## config.mk

```make
export PLATFORM = sky130hd
export DESIGN_NAME = bounded_stack_with_indexed_access
export DESIGN_NICKNAME = d
export VERILOG_FILES = /design/src/rtl/core/bsia_pkg.sv /design/src/rtl/core/bsia_cell.sv /design/src/rtl/core/bounded_stack_with_indexed_access.sv
export SDC_FILE = /design/constraint.sdc
export NUM_CORES = 1
export LEC_CHECK = 0
export ABC_AREA = 0
export BUFFER_PORTS_ARGS = -buffer_cell sky130_fd_sc_hd__buf_2
export CORE_ASPECT_RATIO = 1.4
export CORE_MARGIN = 10
export CORE_UTILIZATION = 34
export DETAILED_ROUTE_END_ITERATION = 10
export SLEW_MARGIN = 20
export SYNTH_ARGS = -nofsm -noshare
export SYNTH_HDL_FRONTEND = slang
export SYNTH_SLANG_ARGS = --single-unit
```

## constraint.sdc

```tcl
create_clock -name clk_i -period 15.45 [get_ports clk_i]
set_input_delay 0.7725 -clock clk_i [delete_from_list [all_inputs] [get_ports clk_i]]
set_output_delay 0.7725 -clock clk_i [all_outputs]
set_load 0.02 [all_outputs]
```

## src/rtl/core/bsia_pkg.sv

```systemverilog
// Package for the bounded stack with indexed access.
// Holds the operation, status, state and cell control types shared by the
// cell and the top level. Depends on nothing.
package bsia_pkg;

  localparam int unsigned DATA_W  = 32;
  localparam int unsigned KIND_W  = 3;
  localparam int unsigned POS_W   = 5;
  localparam int unsigned STAT_W  = 2;
  localparam int unsigned CNT_W   = 5;
  localparam int unsigned TDATA_W = 40;

  typedef enum logic [KIND_W-1:0] {
    KIND_PUSH     = 3'd0,
    KIND_POP      = 3'd1,
    KIND_PEEK     = 3'd2,
    KIND_CHANGE   = 3'd3,
    KIND_TRAVERSE = 3'd4
  } kind_e;

  typedef enum logic [STAT_W-1:0] {
    STAT_OK       = 2'd0,
    STAT_OVERFLOW = 2'd1,
    STAT_EMPTY    = 2'd2,
    STAT_BEYOND   = 2'd3
  } status_e;

  typedef enum logic [1:0] {
    ST_IDLE,
    ST_EXEC,
    ST_ROTATE
  } state_e;

  typedef enum logic [1:0] {
    CELL_HOLD,
    CELL_PUSH,
    CELL_SHIFT_UP
  } cell_op_e;

  typedef struct packed {
    cell_op_e            op;
    logic [DATA_W-1:0]   wrap_data;
  } cell_ctrl_t;

endpackage

```

## src/rtl/core/bsia_cell.sv

```systemverilog
// One storage cell of the stack chain; cell 0 is the top of the stack.
// Shifts down on push, up on pop or rotation, and takes the wrapped top
// entry when it is the lowest occupied cell. Depends on bsia_pkg.
module bsia_cell #(
  parameter int unsigned INDEX = 0,
  parameter int unsigned IW    = 4
) (
  input  logic                        clk_i,
  input  bsia_pkg::cell_ctrl_t        ctrl_i,
  input  logic [IW-1:0]               last_idx_i,
  input  logic [bsia_pkg::DATA_W-1:0] above_data_i,
  input  logic [bsia_pkg::DATA_W-1:0] below_data_i,
  output logic [bsia_pkg::DATA_W-1:0] data_o
);

  logic [bsia_pkg::DATA_W-1:0] data_q;
  logic [bsia_pkg::DATA_W-1:0] data_d;
  logic                        is_last;

  assign is_last = (last_idx_i == IW'(INDEX));

  always_comb begin
    data_d = data_q;
    unique case (ctrl_i.op)
      bsia_pkg::CELL_PUSH: begin
        data_d = above_data_i;
      end
      bsia_pkg::CELL_SHIFT_UP: begin
        data_d = is_last ? ctrl_i.wrap_data : below_data_i;
      end
      default: begin
        data_d = data_q;
      end
    endcase
  end

  always_ff @(posedge clk_i) begin
    data_q <= data_d;
  end

  assign data_o = data_q;

endmodule

```

## src/rtl/core/bounded_stack_with_indexed_access.sv

```systemverilog
// Top level of the bounded stack with indexed access.
// Builds the cell chain from bsia_cell and runs it with a small sequencer.
// Depends on bsia_pkg and bsia_cell.
//
// Usage: the slave channel carries one operation per item, its kind in
// s_axis_tuser and value and position in s_axis_tdata. The master channel
// returns results with status in m_axis_tuser, data and count in
// m_axis_tdata, and tlast on the final result of an operation.
// Entries live in a chain of cells with the top in cell 0. Push and pop
// shift the whole chain at once in the EXEC state, which also registers
// their result before the sequencer returns to idle for the next item.
// Peek, change and traverse rotate the occupied cells once around, one
// step per cycle while the receiver does not stall a step that must emit a
// result; a traverse emits one result per step. An empty stack and every
// error case end in the EXEC state without a rotation.
// One operation is in work at a time; a new item is taken while the last
// result still waits in the output register.
// Reset empties the stack and drops any pending result. When the receiver
// stalls, the rotation holds on steps that must emit a result, and no
// result is lost.
module bounded_stack_with_indexed_access #(
  parameter int unsigned STACK_DEPTH = 16
) (
  input  logic                                clk_i,
  input  logic                                rst_ni,
  input  logic                                s_axis_tvalid,
  output logic                                s_axis_tready,
  input  logic [bsia_pkg::TDATA_W-1:0]        s_axis_tdata,   // value, position
  input  logic [bsia_pkg::KIND_W-1:0]         s_axis_tuser,   // kind
  output logic                                m_axis_tvalid,
  input  logic                                m_axis_tready,
  output logic [bsia_pkg::TDATA_W-1:0]        m_axis_tdata,   // data, count
  output logic [bsia_pkg::STAT_W-1:0]         m_axis_tuser,   // status
  output logic                                m_axis_tlast
);

  localparam int unsigned IW    = $clog2(STACK_DEPTH);
  localparam int unsigned CW    = $clog2(STACK_DEPTH + 1);
  localparam int unsigned CMP_W = (CW > bsia_pkg::POS_W) ? CW : bsia_pkg::POS_W;
  localparam int unsigned DW    = bsia_pkg::DATA_W;

  bsia_pkg::state_e      state_q, state_d;
  bsia_pkg::kind_e       kind_q;
  logic [DW-1:0]         value_q;
  logic [bsia_pkg::POS_W-1:0] pos_q, pos_in;
  logic [CW-1:0]         count_q, count_d;
  logic [IW-1:0]         step_q, step_d;
  logic [DW-1:0]         peek_q, peek_d;

  logic                  out_valid_q, out_valid_d;
  bsia_pkg::status_e     out_status_q, out_status_d;
  logic [DW-1:0]         out_data_q, out_data_d;
  logic [bsia_pkg::CNT_W-1:0] out_count_q, out_count_d;
  logic                  out_last_q, out_last_d;

  bsia_pkg::cell_ctrl_t  cell_ctrl;
  logic [DW-1:0]         cell_data [STACK_DEPTH];
  logic [IW-1:0]         last_idx;
  logic                  in_fire;
  logic                  out_free;
  logic                  last_step;
  logic                  hit;
  logic                  need_out;
  logic [CMP_W-1:0]      count_ext, count_d_ext, pos_ext, step_ext;

  assign s_axis_tready = (state_q == bsia_pkg::ST_IDLE);
  assign in_fire       = s_axis_tvalid && s_axis_tready;
  assign out_free      = !out_valid_q || m_axis_tready;

  assign pos_in = (s_axis_tdata[36:32] == '0) ? bsia_pkg::POS_W'(1) : s_axis_tdata[36:32];

  assign last_idx    = IW'(count_q - CW'(1));
  assign count_ext   = CMP_W'(count_q);
  assign count_d_ext = CMP_W'(count_d);
  assign pos_ext     = CMP_W'(pos_q);
  assign step_ext    = CMP_W'(step_q) + CMP_W'(1);
  assign last_step   = (step_q == last_idx);
  assign hit         = (step_ext == pos_ext);
  assign need_out    = (kind_q == bsia_pkg::KIND_TRAVERSE) || last_step;

  always_comb begin
    state_d             = state_q;
    count_d             = count_q;
    step_d              = step_q;
    peek_d              = peek_q;
    cell_ctrl.op        = bsia_pkg::CELL_HOLD;
    cell_ctrl.wrap_data = cell_data[0];
    out_valid_d         = out_valid_q && !m_axis_tready;
    out_status_d        = out_status_q;
    out_data_d          = out_data_q;
    out_count_d         = out_count_q;
    out_last_d          = out_last_q;

    unique case (state_q)
      bsia_pkg::ST_IDLE: begin
        if (in_fire) begin
          state_d = bsia_pkg::ST_EXEC;
        end
      end
      bsia_pkg::ST_EXEC: begin
        if (out_free) begin
          state_d      = bsia_pkg::ST_IDLE;
          out_status_d = bsia_pkg::STAT_OK;
          out_data_d   = '0;
          out_last_d   = 1'b1;
          out_valid_d  = 1'b1;
          step_d       = '0;
          unique case (kind_q)
            bsia_pkg::KIND_PUSH: begin
              if (count_q == CW'(STACK_DEPTH)) begin
                out_status_d = bsia_pkg::STAT_OVERFLOW;
              end else begin
                cell_ctrl.op = bsia_pkg::CELL_PUSH;
                count_d      = count_q + CW'(1);
              end
            end
            bsia_pkg::KIND_POP: begin
              if (count_q == '0) begin
                out_status_d = bsia_pkg::STAT_EMPTY;
              end else begin
                cell_ctrl.op = bsia_pkg::CELL_SHIFT_UP;
                count_d      = count_q - CW'(1);
              end
            end
            bsia_pkg::KIND_PEEK, bsia_pkg::KIND_CHANGE: begin
              if (count_q == '0) begin
                out_status_d = bsia_pkg::STAT_EMPTY;
              end else if (pos_ext > count_ext) begin
                out_status_d = bsia_pkg::STAT_BEYOND;
              end else begin
                out_valid_d = out_valid_q && !m_axis_tready;
                state_d     = bsia_pkg::ST_ROTATE;
              end
            end
            bsia_pkg::KIND_TRAVERSE: begin
              if (count_q == '0) begin
                out_status_d = bsia_pkg::STAT_EMPTY;
              end else begin
                out_valid_d = out_valid_q && !m_axis_tready;
                state_d     = bsia_pkg::ST_ROTATE;
              end
            end
            default: begin
              out_status_d = bsia_pkg::STAT_OK;
            end
          endcase
          out_count_d = count_d_ext[bsia_pkg::CNT_W-1:0];
        end
      end
      bsia_pkg::ST_ROTATE: begin
        if (!need_out || out_free) begin
          cell_ctrl.op = bsia_pkg::CELL_SHIFT_UP;
          if (kind_q == bsia_pkg::KIND_CHANGE && hit) begin
            cell_ctrl.wrap_data = value_q;
          end
          if (kind_q == bsia_pkg::KIND_PEEK && hit) begin
            peek_d = cell_data[0];
          end
          if (need_out) begin
            out_valid_d  = 1'b1;
            out_status_d = bsia_pkg::STAT_OK;
            out_count_d  = count_ext[bsia_pkg::CNT_W-1:0];
            out_last_d   = last_step;
            priority if (kind_q == bsia_pkg::KIND_TRAVERSE) begin
              out_data_d = cell_data[0];
            end else if (kind_q == bsia_pkg::KIND_CHANGE) begin
              out_data_d = value_q;
            end else begin
              out_data_d = hit ? cell_data[0] : peek_q;
            end
          end
          if (last_step) begin
            state_d = bsia_pkg::ST_IDLE;
          end else begin
            step_d = step_q + IW'(1);
          end
        end
      end
      default: begin
        state_d = bsia_pkg::ST_IDLE;
      end
    endcase
  end

  always_ff @(posedge clk_i or negedge rst_ni) begin
    if (!rst_ni) begin
      state_q     <= bsia_pkg::ST_IDLE;
      count_q     <= '0;
      step_q      <= '0;
      out_valid_q <= 1'b0;
    end else begin
      state_q     <= state_d;
      count_q     <= count_d;
      step_q      <= step_d;
      out_valid_q <= out_valid_d;
    end
  end

  always_ff @(posedge clk_i) begin
    if (in_fire) begin
      kind_q  <= bsia_pkg::kind_e'(s_axis_tuser);
      value_q <= s_axis_tdata[31:0];
      pos_q   <= pos_in;
    end
    peek_q       <= peek_d;
    out_status_q <= out_status_d;
    out_data_q   <= out_data_d;
    out_count_q  <= out_count_d;
    out_last_q   <= out_last_d;
  end

  for (genvar i = 0; i < STACK_DEPTH; i++) begin : g_cell
    logic [DW-1:0] above_data;
    logic [DW-1:0] below_data;
    if (i == 0) begin : g_top
      assign above_data = value_q;
    end else begin : g_mid
      assign above_data = cell_data[i-1];
    end
    if (i == STACK_DEPTH - 1) begin : g_bottom
      assign below_data = '0;
    end else begin : g_upper
      assign below_data = cell_data[i+1];
    end
    bsia_cell #(
      .INDEX (i),
      .IW    (IW)
    ) u_cell (
      .clk_i        (clk_i),
      .ctrl_i       (cell_ctrl),
      .last_idx_i   (last_idx),
      .above_data_i (above_data),
      .below_data_i (below_data),
      .data_o       (cell_data[i])
    );
  end

  assign m_axis_tvalid = out_valid_q;
  assign m_axis_tdata  = bsia_pkg::TDATA_W'({out_count_q, out_data_q});
  assign m_axis_tuser  = out_status_q;
  assign m_axis_tlast  = out_last_q;

  a_count_bound: assert property (@(posedge clk_i) disable iff (!rst_ni)
    count_q <= CW'(STACK_DEPTH))
    else $error("Stack count exceeds its depth.");

  a_rotate_nonempty: assert property (@(posedge clk_i) disable iff (!rst_ni)
    (state_q == bsia_pkg::ST_ROTATE) |-> (CW'(step_q) < count_q))
    else $error("Rotation step is outside the occupied cells.");

  a_rotate_count: assert property (@(posedge clk_i) disable iff (!rst_ni)
    (state_q == bsia_pkg::ST_ROTATE) |=> $stable(count_q))
    else $error("Stack count changed during a rotation.");

  a_count_step: assert property (@(posedge clk_i) disable iff (!rst_ni)
    (state_q != bsia_pkg::ST_EXEC) |=> $stable(count_q))
    else $error("Stack count changed outside an operation.");

endmodule

```

## Word-level counts from Yosys, hierarchy flattened

Cells that the tools add are included.

| storage, ports and cells | value |
|---|---|
| flip-flop bits (word level) | 636 |
| latch bits | 0 |
| bits in writable memories | 0 |
| bits in read-only memories | 0 |
| input port bits | 47 |
| word-level logic and storage cells | 177 |
| memories | 0 |

| operators by class | value |
|---|---|
| add/subtract/negate cells | 4 |
| multipliers | 0 |
| divide/modulo/power cells | 0 |
| $lt $le $gt $ge | 1 |
| eq/ne operators | 32 |
| shifts and indexed selects | 0 |
| muxes and demuxes | 89 |
| bitwise operators | 0 |
| reduce and logical (&&, ||, !) cells | 23 |

Operator list:

| cell | number |
|---|---|
| $pmux W32 S2 | 17 |
| $mux W32 | 24 |
| $mux W5 | 7 |
| $mux W34 | 1 |
| $eq A4 B4 Y1 const B | 8 |
| $mux W2 | 14 |
| $pmux W5 S2 | 2 |
| $eq A4 B3 Y1 const B | 4 |
| $pmux W2 S2 | 4 |
| $mux W4 | 3 |
| $pmux W2 S3 | 2 |
| $reduce_and A4 Y1 | 3 |
| $mux W1 | 11 |
| $logic_not A5 Y1 | 2 |
| $ne A2 B2 Y1 const B | 5 |
| $eq A4 B2 Y1 const B | 2 |
| $pmux W4 S2 | 1 |
| $eq A3 B2 Y1 const B | 2 |
| $pmux W1 S2 | 3 |
| $add A4 B1 Y5 const B | 1 |
| $add A5 B1 Y5 const B | 1 |
| $eq A5 B5 Y1 | 1 |
| $eq A5 B5 Y1 const B | 1 |
| $gt A5 B5 Y1 | 1 |
| 18 further kinds | 29 |

## Depth between registers and ports, before layout

| logic depth | value |
|---|---|
| word-level depth | 9 |
| depth in mapped cells | 16 |

## By module

Synthesis repeated with hierarchy kept, for this count alone.

| second synthesis, totals | value |
|---|---|
| cell total of the unflattened synthesis | 2699 |
| area total of the unflattened synthesis | 32746.4 um2 |

By module, submodules not included:

| module | times used | cells each | area an instance (um2) | sequential area each (um2) |
|---|---|---|---|---|
| bsia_cell at g_cell[10].u_cell ... | 6 | 143 | 1691.6 | 960.9 |
| bsia_cell at g_cell[1].u_cell ... | 4 | 142 | 1676.6 | 960.9 |
| bsia_cell at g_cell[11].u_cell ... | 4 | 142 | 1670.4 | 960.9 |
| bounded_stack_with_indexed_access | 1 | 421 | 5866.9 | 3663.5 |
| bsia_cell at g_cell[0].u_cell | 1 | 142 | 1674.1 | 960.9 |
| bsia_cell at g_cell[15].u_cell | 1 | 142 | 1667.8 | 960.9 |

## Worst setup path before layout

OpenSTA, ideal clock, no wires.

| path | value |
|---|---|
| path type | register -> register |
| start point | register count_q[0] (netlist: count_ext[0]) |
| end point | register g_cell[0].u_cell.data_q, in the netlist g_cell[0].u_cell.data_o[0] (enable) |
| setup time | 860 ps |
| arrival | 12439 ps |
| required time | 14590 ps |
| slack | 2151 ps |
| stages on the path, launching flop included | 11 |
| path through | dfrtp_1 -> inv_1 -> ha_1 -> xnor2_1 -> xnor2_1 -> o31a_1 -> buf_2 -> buf_2 -> o21a_1 -> ha_1 -> inv_1 |

| between the ends | value |
|---|---|
| cells in the longest elaborated chain, start to end | 9 |
| elaborated cells on any way between the ends | 16 |
| those cells by class | add/sub: 1; eq/ne: 4; mux: 6; reduce/logical: 5 |

Ends and longest elaborated chain:

| item | RTL line | source |
|---|---|---|
| start, declared | bounded_stack_with_indexed_access.sv:46 | `logic [CW-1:0] count_q, count_d;` |
| start signal, assigned | bounded_stack_with_indexed_access.sv:193 | `count_q <= count_d;` |
| $sub A5 B1 Y5 | - |  |
| $eq A4 B4 Y1 | bounded_stack_with_indexed_access.sv:77 | `assign last_step = (step_q == last_idx);` |
| $logic_or A1 B1 Y1 | bounded_stack_with_indexed_access.sv:79 | `assign need_out = (kind_q == bsia_pkg::KIND_TRAVERSE) \|\| last_step;` |
| $logic_not A1 Y1 | bounded_stack_with_indexed_access.sv:151 | `if (!need_out \|\| out_free) begin` |
| $logic_or A1 B1 Y1 | bounded_stack_with_indexed_access.sv:151 |  |
| $mux W34 | bounded_stack_with_indexed_access.sv:151 |  |
| $pmux W2 S2 * | bounded_stack_with_indexed_access.sv:94 | `unique case (state_q)` |
| $eq A2 B1 Y1 or $eq A2 B2 Y1 (tied branches) | bsia_cell.sv:24 | `unique case (ctrl_i.op)` |
| $reduce_bool A2 Y1 (no source line) * | - |  |
| end signal, assigned | bsia_cell.sv:38 | `data_q <= data_d;` |
| end, declared | bsia_cell.sv:16 | `logic [bsia_pkg::DATA_W-1:0] data_q;` |

Mark *: on every way between the ends. The rest lies on a longest branch, timed or not.
A chain may end at the register's enable or synchronous reset.

## Worst setup path in the final report

| path | value |
|---|---|
| start point | register state_q[0] |
| end point | register g_cell[7].u_cell.data_q, in the netlist g_cell[7].u_cell.data_o[15], data pin |

| between the ends | value |
|---|---|
| cells in the longest elaborated chain, start to end | 4 |
| elaborated cells on any way between the ends | 8 |
| those cells by class | eq/ne: 4; mux: 4 |

Ends and longest elaborated chain:

| item | RTL line | source |
|---|---|---|
| start, declared | bounded_stack_with_indexed_access.sv:42 | `bsia_pkg::state_e state_q, state_d;` |
| start signal, assigned | bounded_stack_with_indexed_access.sv:187 | `state_q <= bsia_pkg::ST_IDLE;` |
| start signal, assigned | bounded_stack_with_indexed_access.sv:192 | `state_q <= state_d;` |
| $eq A2 B2 Y1 or $eq A2 B1 Y1 (tied branches) | bounded_stack_with_indexed_access.sv:94 |  |
| $pmux W2 S2 or $mux W32 (tied branches) | bounded_stack_with_indexed_access.sv:94 |  |
| $eq A2 B2 Y1 (tied with other cells) | bsia_cell.sv:24 |  |
| $pmux W32 S2 * | bsia_cell.sv:24 |  |
| net g_cell[7].u_cell.data_d (one bit) | bsia_cell.sv:17 | `logic [bsia_pkg::DATA_W-1:0] data_d;` |
| end signal, assigned | bsia_cell.sv:38 |  |
| end, declared | bsia_cell.sv:16 |  |

The timed path passes the listed nets; every way through them passes the cells marked *.

==> summary.txt <==
Status
  – Status: finished, final reports clean

Synthesis
  – Register area share after synthesis: 57.3%
  – Post-synth EDFFs: 624
  – Yosys top cell by area: edfxtp_1
  – Share of the synthesized area in the top cell type: 56.4%
  – Synthesized area: 33,200 µm²
  – Synth Flop Type: edfxtp_1
  – FFs w/ async S/R, synth: 1.89%
  – Synth area leaders: edfxtp_1 (56%), o22ai_1 (9.5%), a31oi_1 (8.9%)
  – Avg Inst Size Synth: 11.4 µm²
  – Synth warn: 0
  – #FFs+latches synth: 636
  – Post-synth top cells: edfxtp_1 (624), o22ai_1 (504), a31oi_1 (471)
  – Cell count after synthesis: 2,919
  – Synth cell types: 62
  – Count leader, synth: edfxtp_1

STA
  – Skew final: 0.0442 ns
  – RSZ-0062 raised after global routing: false
  – Period utilization: 43.1%
  – Worst-Margin Slew: 1.37 ns
  – Post-layout minimum cycle time: 6.65 ns
  – Slew Limit Headroom: 8.98%
  – Fin. Hold Viols: 0
  – TNS Setup: 0 ns
  – Hold slack: 0.0113 ns
  – Final setup viols: 0
  – FMAX: 150 MHz
  – Max Slew Vio Count: 0

Setup path
  – Cell mode on critical path: buf_4
  – Worst setup EP type: flop
  – CP startpoint: state_q[0]
  – Slowest cell delay on critical path: 0.90 ns
  – Critical Path Source Type: flop
  – Buf/Inv on CP: 6
  – Slowest cell on crit path: buf_4
  – Critical path type: reg2reg
  – CP required: 15.80 ns
  – RR Endpoint: g_cell[7].u_cell.data_o[15]
  – Crit path max fanout: 103
  – Reg2reg start: state_q[0]
  – CP Data Arrival Time: 7.00 ns
  – Reg2reg setup slack: 8.80 ns
  – Crit path cell chain: inv_1, ha_2, buf_4, clkinv_1, a21oi_1, o31a_2, o21a_1, ha_4, buf_4, buf_4, and2_2, buf_4, a31oi_1
  – Reg2Reg Depth: 13
  – CP top delay family: buffers and inverters

Hold path
  – Hold WC Path Type: in2async

Clock tree
  – CTS buffer count: 58
  – Sink Count: 636
  – CTS tree: yes
  – Post-CTS Setup Inserts: 0
  – H-tree depth: 2
  – Post-CTS resize count: 0
  – Clock Tree Buf Depth: 3
  – Clock Root Buffer: clkbuf_16
  – Clk_lat worst skew: 0.65 ns
  – Hold Buf Count CTS: 0
  – Clock transition at path regs: 0.07 ns

Power and ir drop
  – Pwr Density: 184 nW/µm²
  – VDD IR max: 156 µV
  – P_leak: 10.6 nW

Layout
  – Multi-input combinational cell area: 12,500 µm²
  – Layout filler cell count: 9,460
  – Register Area: 19,000 µm²
  – Finished Cell Area: 36,000 µm²
  – Layout cell share with drive strength beyond 1: 11.6%
  – Diodes inserted: 0
  – Final non-filler cell total: 4,117
  – NumNets Final: 2,832
  – Area Overhead vs Synth: 8.49%

Route
  – Drt drc: 0
  – Via-per-instance ratio: 5.98
  – Antenna-violating nets left: 0
  – DRT iter0 DRCs: 2,781
  – Via Count: 24,633
  – Avg WL per Cell: 24.9 µm
  – First-pass iteration count of the detailed router: 5
  – Detailed Route WL: 103 mm

Placement
  – GP Congestion: 0.820
  – Post-DP Area: 34,100 µm²
  – Dpl cells: 4,009
  – HPWL Detailed: 54.3 mm
  – I/O Buffers: 85

GRT
  – Largest net degree at the start of global routing: 289
  – Initial antenna violation count: 0
  – Grt met2 use: 31.1%
  – Met3 Use GR: 2.15%
  – GRT overflow: 0
  – First-pass GRT wire length: 154 mm
  – GR Util met1: 21.2%
  – Vias in the first global route: 24,087
  – GRT Total Usage: 17.7%
  – Grt peak-use layer: met2

Floorplanning
  – Die Y: 390 µm
  – Starting Density: 34.3%
  – Core Area: 96,800 µm²
  – Die width: 284 µm
  – # rows: 135
  – IO Pins: 92
  – Die ar.: 111,000 µm²

Job
  – Max Cap Viol: 0
[placed cells by master, fill, tap and decap left out, types with 4 or more instances in the layout]
cell type and instances:
edfxtp_1 624, o22ai_1 504, a31oi_1 471, nand2b_1 450, o21ai_0 88, buf_2 85
nand2_1 67, clkbuf_16 58, buf_4 51, inv_1 44, a21oi_1 40, or3_1 33
nand4_4 26, o21bai_1 19, clkinv_1 17, and3_2 15, and2_2 15, nor2_1 14
o31ai_4 14, ha_1 14, a21o_1 13, clkinv_2 13, nand3_1 12, dfrtp_1 12
xnor2_1 10, a31oi_2 9, clkbuf_1 8, nor2b_1 7, nand4_1 6, xor2_1 5
mux2_2 5, bufinv_16 5, nor3b_1 4, clkinvlp_4 4
[worst register-to-register path, cell delays in order (launching register included)]
cell and delay, ns:
dfrtp_1 0.40, inv_1 0.09, ha_2 0.16, buf_4 0.57
clkinv_1 0.51, a21oi_1 0.37, o31a_2 0.22, o21a_1 0.17
ha_4 0.71, buf_4 0.90, buf_4 0.92, and2_2 0.64
buf_4 0.50, a31oi_1 0.20
[per-stage QoR]
stage	worst slack (ns)	power (mW)	util (%)
6_report	8.80	6.61	37.2
5_1_grt	8.51	6.92	37.2
4_1_cts	8.74	6.60	37.2
3_5_place_dp	8.76	5.16	35.3
3_3_place_gp	8.73	5.12	35.3
2_1_floorplan	2.15	4.66	-
[report_power, final]
part	switching [mW]	total (mW)	internal, mW
Clock	0.679	1.45	0.771
Sequential	0.207	2.81	2.60
Combinational	1.60	2.36	0.759
Total	2.48	6.61	4.13
[state kept, by name, summed over array words and instances (netlist names)]
name	cells
out_count_q	5
g_cell.u_cell.data_o	512
m_axis_tvalid	1
kind_q	3
state_q	2
m_axis_tlast	1
count_ext	5
g_cell.above_data	32
out_data_q	32
m_axis_tuser	2
pos_ext	5
peek_q	32
step_q	4
[how the worst max path moves through the flow]
stage,endpoint,cells after the start
global route,g_cell[7].u_cell.data_o[14],13
finish,g_cell[7].u_cell.data_o[15],13
CTS,g_cell[15].u_cell.data_o[3],13
global placement,g_cell[0].u_cell.data_o[9],12
floorplan,g_cell[0].u_cell.data_o[0],10
detailed placement,g_cell[15].u_cell.data_o[3],13
[per-layer routing]
| layer | vias up | wire, µm |
|---|---|---|
| li1 | 11173 | - |
| met1 | 12195 | 39300 |
| met2 | 985 | 51700 |
| met3 | 280 | 6590 |
| met4 | 0 | 5110 |
| met5 | - | 0 |
[cell type report]
type | instances | share of cell area, %
multi-input cells | 1886 | 34.6
clock inverters | 41 | 0.941
inverters | 46 | 0.500
well taps | 1301 | 4.52
flip-flops and latches | 636 | 52.8
clock buffers | 66 | 4.11
repair buffers | 141 | 2.49
[cell families after synthesis]
family                   after synthesis  share of synthesized area (%)
AO/OA/AOI/OAI                       1178                           22.7
XOR/XNOR                              15                          0.396
adder cells (fa/ha/maj)               16                          0.603
buffers and inverters                399                           5.54
flip-flops                           636                           57.3
multiplexers                           7                          0.230
other                                  1                         0.0113
AND/OR/NAND/NOR                      667                           13.2
Power figures use the tool's default switching activity.
